$ cat config.mk
export PLATFORM = sky130hd
export DESIGN_NAME = q2rp_sqrt
export DESIGN_NICKNAME = d
export VERILOG_FILES = /design/src/sv/q2rp_pkg.sv /design/src/sv/q2rp_sqrt.sv
export SDC_FILE = /design/constraint.sdc
export NUM_CORES = 2
export LEC_CHECK = 0
export BUFFER_PORTS_ARGS = -buffer_cell sky130_fd_sc_hd__buf_2
export CORE_MARGIN = 2
export CORE_UTILIZATION = 62
export DETAILED_ROUTE_END_ITERATION = 12
export GPL_TIMING_DRIVEN = 0
export HOLD_SLACK_MARGIN = 0.15
export PLACE_DENSITY = 0.78
export SYNTH_ARGS = -nofsm -noshare
export SYNTH_HDL_FRONTEND = slang
export SYNTH_SLANG_ARGS = --single-unit
$ cat constraint.sdc
create_clock -name clk -period 8.3 [get_ports clk]
set_input_delay 1.66 -clock clk [delete_from_list [all_inputs] [get_ports clk]]
set_output_delay 1.66 -clock clk [all_outputs]
set_load 0.01 [all_outputs]
$ cat src/sv/q2rp_pkg.sv
// Package for quaternion_to_roll_pitch: formats, arctangent table and helpers.
// No dependencies.
package q2rp_pkg;

  localparam int CordicStepsDefault    = 16;
  localparam int ComponentWidthDefault = 16;
  localparam int AtanTableLen          = 24;

  // Q2.14 operands, Q.28 products, CORDIC datapath with guard bits
  localparam int QW    = 16;
  localparam int TW    = 34;  // term width: |terms| < 2^33
  localparam int CW    = 37;  // CORDIC x/y width (gain 1.65, shifted operands)
  localparam int ZW    = 33;  // angle accumulator, 29 fraction bits, +-2pi
  localparam int SQW   = 29;  // square root result bits (c <= 2^28)
  localparam int RADW  = 58;  // radicand 2^56 - s^2

  localparam logic signed [ZW-1:0] PiQ29   = 33'sd1686629713;
  localparam logic signed [TW-1:0] OneQ28  = 34'sd268435456;
  localparam logic signed [15:0]   RollLim  = 16'sd25736;
  localparam logic signed [14:0]   PitchLim = 15'sd12868;

  function automatic logic signed [ZW-1:0] atan_q29(input int idx);
    logic signed [ZW-1:0] v;
    begin
      case (idx)
        0: v = 33'sd421657428;
        1: v = 33'sd248918915;
        2: v = 33'sd131521918;
        3: v = 33'sd66762579;
        4: v = 33'sd33510843;
        5: v = 33'sd16771758;
        6: v = 33'sd8387925;
        7: v = 33'sd4194219;
        8: v = 33'sd2097141;
        9: v = 33'sd1048575;
        default: v = (idx < AtanTableLen) ? (33'sd1 <<< (29 - idx)) : '0;
      endcase
      return v;
    end
  endfunction

  typedef struct packed {
    logic               vld;
    logic signed [CW-1:0] x;
    logic signed [CW-1:0] y;
    logic signed [ZW-1:0] z;
  } cordic_stage_t;

endpackage

$ cat src/sv/q2rp_sqrt.sv
// Pipelined integer square root, one result bit per register stage.
// Depends on q2rp_pkg. Side data rides along with each transaction.
module q2rp_sqrt import q2rp_pkg::*; #(
  parameter int SW = 1
) (
  input  logic              clk,
  input  logic              rst,
  input  logic              en,
  input  logic              in_vld,
  input  logic [RADW-1:0]   in_rad,
  input  logic [SW-1:0]     in_side,
  output logic              out_vld,
  output logic [SQW-1:0]    out_root,
  output logic [SW-1:0]     out_side
);
  localparam int NB = SQW;  // root bits, MSB first

  logic              vld  [NB+1];
  logic [RADW-1:0]   rem  [NB+1];
  logic [SQW-1:0]    root [NB+1];
  logic [SW-1:0]     side [NB+1];

  assign vld[0]  = in_vld;
  assign rem[0]  = in_rad;
  assign root[0] = '0;
  assign side[0] = in_side;

  for (genvar i = 0; i < NB; i++) begin : g_bit
    localparam int B = NB - 1 - i;
    logic [RADW+1:0] trial;
    logic [RADW+1:0] rem_w;
    logic            fits;
    // test (2r + 2^b) * 2^b against the remainder
    always_comb begin
      trial = ({{(RADW+2-SQW){1'b0}}, root[i]} << (B + 1))
            + ({{(RADW+1){1'b0}}, 1'b1} << (2 * B));
      rem_w = {2'b00, rem[i]};
      fits  = rem_w >= trial;
    end
    always_ff @(posedge clk) begin
      if (rst) begin
        vld[i+1] <= 1'b0;
      end else if (en) begin
        vld[i+1] <= vld[i];
      end
      if (en) begin
        rem[i+1]  <= fits ? RADW'(rem_w - trial) : rem[i];
        root[i+1] <= fits ? (root[i] | (SQW'(1) << B)) : root[i];
        side[i+1] <= side[i];
      end
    end
  end

  assign out_vld  = vld[NB];
  assign out_root = root[NB];
  assign out_side = side[NB];
endmodule

## Yosys cells after proc, flatten, opt, wreduce, memory -nomap -nowiden

Cells that the tools add are included.

- Add/subtract/negate cells: 56
- Order comparisons: 29
- Multiplexer cells: 29

Operator list:

| operator | number |
|---|---|
| two-way mux 58 bit | 28 |
| adder 57 x 55 -> 58 bit (second input constant) | 1 |
| >= comparator 58 x 31 -> 1 bit | 1 |
| >= comparator 58 x 32 -> 1 bit | 1 |
| >= comparator 58 x 33 -> 1 bit | 1 |
| >= comparator 58 x 34 -> 1 bit | 1 |
| >= comparator 58 x 35 -> 1 bit | 1 |
| >= comparator 58 x 36 -> 1 bit | 1 |
| >= comparator 58 x 37 -> 1 bit | 1 |
| >= comparator 58 x 38 -> 1 bit | 1 |
| >= comparator 58 x 39 -> 1 bit | 1 |
| >= comparator 58 x 40 -> 1 bit | 1 |
| >= comparator 58 x 41 -> 1 bit | 1 |
| >= comparator 58 x 42 -> 1 bit | 1 |
| >= comparator 58 x 43 -> 1 bit | 1 |
| >= comparator 58 x 44 -> 1 bit | 1 |
| >= comparator 58 x 45 -> 1 bit | 1 |
| >= comparator 58 x 46 -> 1 bit | 1 |
| >= comparator 58 x 47 -> 1 bit | 1 |
| >= comparator 58 x 48 -> 1 bit | 1 |
| >= comparator 58 x 49 -> 1 bit | 1 |
| >= comparator 58 x 50 -> 1 bit | 1 |
| >= comparator 58 x 51 -> 1 bit | 1 |
| >= comparator 58 x 52 -> 1 bit | 1 |
| 63 further kinds | 63 |

- Flip-flop bits (word level): 2,523
- Output and inout bits: 31
- Logic and storage cells: 257

## Longest topological paths before layout

- Word-level depth: 3
- Depth in mapped cells: 15
- Depth with buffers taken out: 12

## Least setup slack after synthesis

Ideal clock, no wire load.

- Kind: register to register
- Start: register rem, in the netlist g_bit[21].rem_w[21]
- End: register rem, in the netlist g_bit[22].rem_w[52] (data pin)
- Library setup time: 259 ps
- Data arrival time: 3,152 ps
- Required time: 8,041 ps
- Slack: 4,889 ps
- Stages on the path, launching flop included: 12
- Cell sequence: edfxtp_1 -> ha_1 -> clkbuf_1 -> nand4_1 -> or4_1 -> nor4_1 -> or3_1 -> or3_1 -> o21ai_2 -> or4_1 -> or3_1 -> xnor2_1

- Word-level cells in the longest chain between the ends: 2
- Elaborated cells between the ends (all ways): 3

Ends and longest elaborated chain:

| item | RTL line | text |
|---|---|---|
| start, declared | q2rp_sqrt.sv:19 | `logic [RADW-1:0] rem [NB+1];` |
| start signal, assigned by index | q2rp_sqrt.sv:47 | `rem[i+1] <= fits ? RADW'(rem_w - trial) : rem[i];` |
| subtractor 58 x 38 -> 58 bit or >= comparator 58 x 38 -> 1 bit (tied branches) | q2rp_sqrt.sv:47, q2rp_sqrt.sv:38 |  |
| two-way mux 58 bit (*) | q2rp_sqrt.sv:47 |  |

Every way passes the cells marked *; elsewhere a longest branch is shown, timed or not.
A chain may end at the register's enable or synchronous reset.

## Worst setup path in the final report

- Start: register root[90] in the netlist's numbering
- End: register rem, in the netlist g_bit[27].rem_w[30] (data pin)

- Word-level cells in the longest chain between the ends: 3
- Elaborated cells between the ends (all ways): 4

Ends and longest elaborated chain:

| item | RTL line | text |
|---|---|---|
| start, declared | q2rp_sqrt.sv:20 | `logic [SQW-1:0] root [NB+1];` |
| start signal, assigned by index | q2rp_sqrt.sv:48 | `root[i+1] <= fits ? (root[i] \| (SQW'(1) << B)) : root[i];` |
| adder 32 x 5 -> 33 bit (*) | q2rp_sqrt.sv:36 | `+ ({{(RADW+1){1'b0}}, 1'b1} << (2 * B));` |
| subtractor 58 x 33 -> 58 bit or >= comparator 58 x 33 -> 1 bit (tied branches) | q2rp_sqrt.sv:47, q2rp_sqrt.sv:38 |  |
| two-way mux 58 bit (*) | q2rp_sqrt.sv:47 |  |

Marked as above.

==> results summary <==
The largest total area in the synthesized netlist belongs to sky130_fd_sc_hd__edfxtp_1. The library cell contributing the largest single delay on the critical path is sky130_fd_sc_hd__a311oi_1. The clock sink count is between 2000 and 2500. The portion of the post-synthesis area used by sequential elements came out at 63.0%.

After detailed routing, the number of remaining DRC violations is 0. The number of max-slew violations in the final report came out at 0. The average wire per cell in the routed design is approximately 22 um.

Traced cell by cell, the critical path runs through inv_1, ha_1, nor2b_1, o31a_1, a211oi_1, a31oi_1, a221o_1, a311oi_1, clkbuf_1, clkbuf_1, o21ai_0. The fraction of power spent switching nets came out at about 29%. The height of the chip came out at between 400 and 500 um. The average via count per standard cell is between 6 and 7. The layout cell share with drive strength beyond 1 is under 10%. The synthesis-to-finish area growth is 10.6%. CTS placed an instance of sky130_fd_sc_hd__clkbuf_16 at the clock tree root. The area fraction of the dominant cell type after synthesis is 62.4%.

For met2 alone, demand over resource in global routing was between 40 and 50%. The clock tree from TritonCTS is done. The highest clock frequency the design can meet came out at around 190 MHz. The routability congestion estimate came out at between 0.9 and 1. Setup repair after global routing left no endpoint under its margin.

In this run the count of I/O pins placed on the die edge is 94. For this run, the leading register cell type out of synthesis is sky130_fd_sc_hd__edfxtp_1. The commonest cells after synthesis are sky130_fd_sc_hd__edfxtp_1 (2088), sky130_fd_sc_hd__inv_1 (559), sky130_fd_sc_hd__nor2_1 (530), sky130_fd_sc_hd__nand2_1 (488), sky130_fd_sc_hd__a21oi_1 (484).

The critical hold path startpoint is side[16]. The final setup slack of the worst path is around 3.1 ns. The portion of the clock cycle consumed by the worst path in the final layout is between 60% and 70%. The clock tree skew after final layout is between 0.05 and 0.06 ns. Among the stages of the critical path, the cell type that occurs most often is sky130_fd_sc_hd__clkbuf_1. Registers are responsible for between 40% and 50% of the overall power. The maximum VDD drop is 251 uV.

The starting density of the core came out at between 60% and 70%. The number of buffers added to fix hold violations after cts is 0. The finished layout holds ~11000 standard cells, fillers aside. The proportion of power drawn by the clock network is 32.0%. The accumulated negative setup slack is 0 ns. The total core area is 161000 um^2. The initial DRC count is 7321. The total number of nets in the final design came out at just under 9000. The leakage power summed over all cells is about 42 nW. The measured slew at the worst slew-check pin came out at ~1.2 ns. The wire length of the first global-routing pass came out at around 360000 um. The number of instances resized during post-cts repair is 0.

Yosys printed 0 warnings. The H-tree level count is 4. After filler insertion, the fill cell instance count of the layout stands at between 10000 and 15000.

The unique cell type count in the Yosys netlist is between 90 and 100. met2 is the most crowded layer. When the netlist entered floorplanning its net count stood at 8431. The flop and latch count out of synthesis is ~2100. The cell area after synthesis came out at about 100000 um^2.

Summed over all nets, the switching power comes to roughly 8.9 mW. The fraction of synthesis flops using an asynchronous set or reset pin came out at 0%. The latest clock arrival within the worst-skew pair is 0.88 ns.

The number of enable-type register cells in the synthesized netlist came out at between 2000 and 2500. The residual antenna-violating net count after detailed routing came out at 0. The maximum number of pins on one net before global-route repair is 195.

In this design, the stage delay of the slowest critical-path cell is 0.73 ns. The worst setup path is of the reg -> reg kind. The kind of end point of the critical path is a flop. After detailed placement, the design holds a cell count of between 10000 and 15000. The clock transition time at the flip-flop clock pins of the worst setup and hold paths came out at approximately 0.06 ns. The min-delay analysis places its worst path in the category reg -> reg. The proportion of power drawn by combinational gates is approximately 20%. The number of iterations in the first detailed-routing pass came out at 5. The estimated wirelength of the detail-placed design is about 170000 um. The routed wire length is 237000 um. The total grt overflow is 0. The tightest hold margin is slightly above 0.4 ns. The worst register-to-register path begins at root[90]. In this run the horizontal extent of the chip is 406 um. The buffer count from post-CTS setup fixing came out at 0. The total routing resource utilization after global routing is 28.6%.

The internal power of the cells totals around 22 mW. Global routing used between 30% and 40% of the available met1 tracks. In this run the worst path has a maximum fanout of 10.

The total vias in the final route is roughly 65000. The arrival time of data at the critical path endpoint came out at around 5.7 ns. The number of buffer cells added on primary ports came out at a little over 90. The flow ran to the end, and the final reports show no timing, DRC or antenna violations. The met3 routing resource usage after global routing is 4.41%. The data required time of the critical path came out at 8.86 ns. The remaining max-slew budget at the tightest pin is ~18%.

The max capacitance violation total came out at 0. The average cell area after synthesis came out at around 13 um^2. Setup violations remaining at the end of the flow were counted as 0. The via count of the first global-routing pass is 63000. The clock passes through at most 3 buffers. Yosys instantiated no cell more often than sky130_fd_sc_hd__edfxtp_1. The floorplan has between 100 and 150 rows.

The number of antenna violations at the first check in global routing is 8. Counting the buffers created by CTS gives 209. The die area came out at 165000 um^2.

The nature of the critical path startpoint is a flop. The power density relative to cell area is 274 nW/um^2. The diode insertion count for antenna repair is 0. In the post-synthesis netlist, the biggest area contributors are sky130_fd_sc_hd__edfxtp_1 (62%), sky130_fd_sc_hd__ha_1 (5.7%), sky130_fd_sc_hd__xnor2_1 (3.3%).

The final hold violation count was 0. The minimum period implied by the final worst setup slack is 5.16 ns. The pre-CTS worst setup slack is about 2.4 ns. The cell count after synthesis came out at ~7900. The critical path starts at root[90].

Setup slack on the worst reg-to-reg path comes out at between 3 and 4 ns.
-- state kept, by name, summed over array words and instances, names as in the netlist --
signal	count
out_side	1
g_bit.rem_w	1624
out_root	29
root	406
out_vld	1
side	28
vld	28
-- worst max-delay path: cells and delay by family, from the launching register on --
family          cells  cell delay [ns]
compound gates      6             2.52
fa+ha+maj           1             0.35
buf+inv             3             1.35
flops               1             0.45
simple gates        1             0.16
-- placed cells by master (no fill, tap or decap), types with 146 or more instances in the layout --
cell type,n
sky130_fd_sc_hd__a21o_1,170
sky130_fd_sc_hd__a21oi_1,484
sky130_fd_sc_hd__clkbuf_1,155
sky130_fd_sc_hd__clkbuf_16,210
sky130_fd_sc_hd__edfxtp_1,2088
sky130_fd_sc_hd__ha_1,460
sky130_fd_sc_hd__inv_1,559
sky130_fd_sc_hd__nand2_1,488
sky130_fd_sc_hd__nand3_1,146
sky130_fd_sc_hd__nor2_1,530
sky130_fd_sc_hd__nor3_1,193
sky130_fd_sc_hd__nor4_1,268
sky130_fd_sc_hd__o21ai_0,354
sky130_fd_sc_hd__xnor2_1,378
sky130_fd_sc_hd__xor2_1,346
-- logic make-up after synthesis --
group	after synthesis	synth area share, %
fa+ha+maj	460	5.73
xor+xnor	724	6.31
compound gates	1469	9.07
mux	114	1.23
simple gates	2302	11.9
flops	2117	63.0
buf+inv	722	2.75
-- final timing paths --
check,end,cells past startpoint
worst max-delay path,g_bit[27].rem_w[30],11
worst min-delay path,side[15],0
worst max register to register,g_bit[27].rem_w[30],11
worst min register to register,side[15],0
-- power by group through the flow --
stage                     Clock, mW  Combinational [mW]  Sequential (mW)
after CTS                      9.87                6.06             14.5
after detailed placement          0                5.99             14.7
after floorplan                   0                4.44             14.3
after global routing           10.3                6.78             14.7
after global placement            0                5.88             15.4
final                          9.73                6.12             14.6
-- per-layer routing --
metal  wire length [um]  vias up
met5                 27        -
met4               5800        4
met3              14800      364
met2             115000     2438
met1             101000    32000
li1                   -    30300
-- area by class of cell --
class / count / area, um^2 / share of cell area [%]
flip-flops and latches: 2117 / 63300 / 57.0
clock inverters: 146 / 1730 / 1.56
clock buffers: 245 / 5400 / 4.86
plain buffers: 160 / 653 / 0.588
inverters: 562 / 2110 / 1.90
well taps: 2160 / 2700 / 2.43
repair buffers: 107 / 835 / 0.751
multi-input cells: 5069 / 34400 / 31.0
-- stage by stage --
step	instance area, um^2	power [mW]	utilization (%)
finish	111000	30.4	69.1
global route	111000	31.7	69.1
global placement	104000	21.2	64.4
CTS	111000	30.5	69.1
floorplan	100000	18.7	-
detailed placement	104000	20.7	64.7
Note: power is estimated with default switching activity, not from simulation.
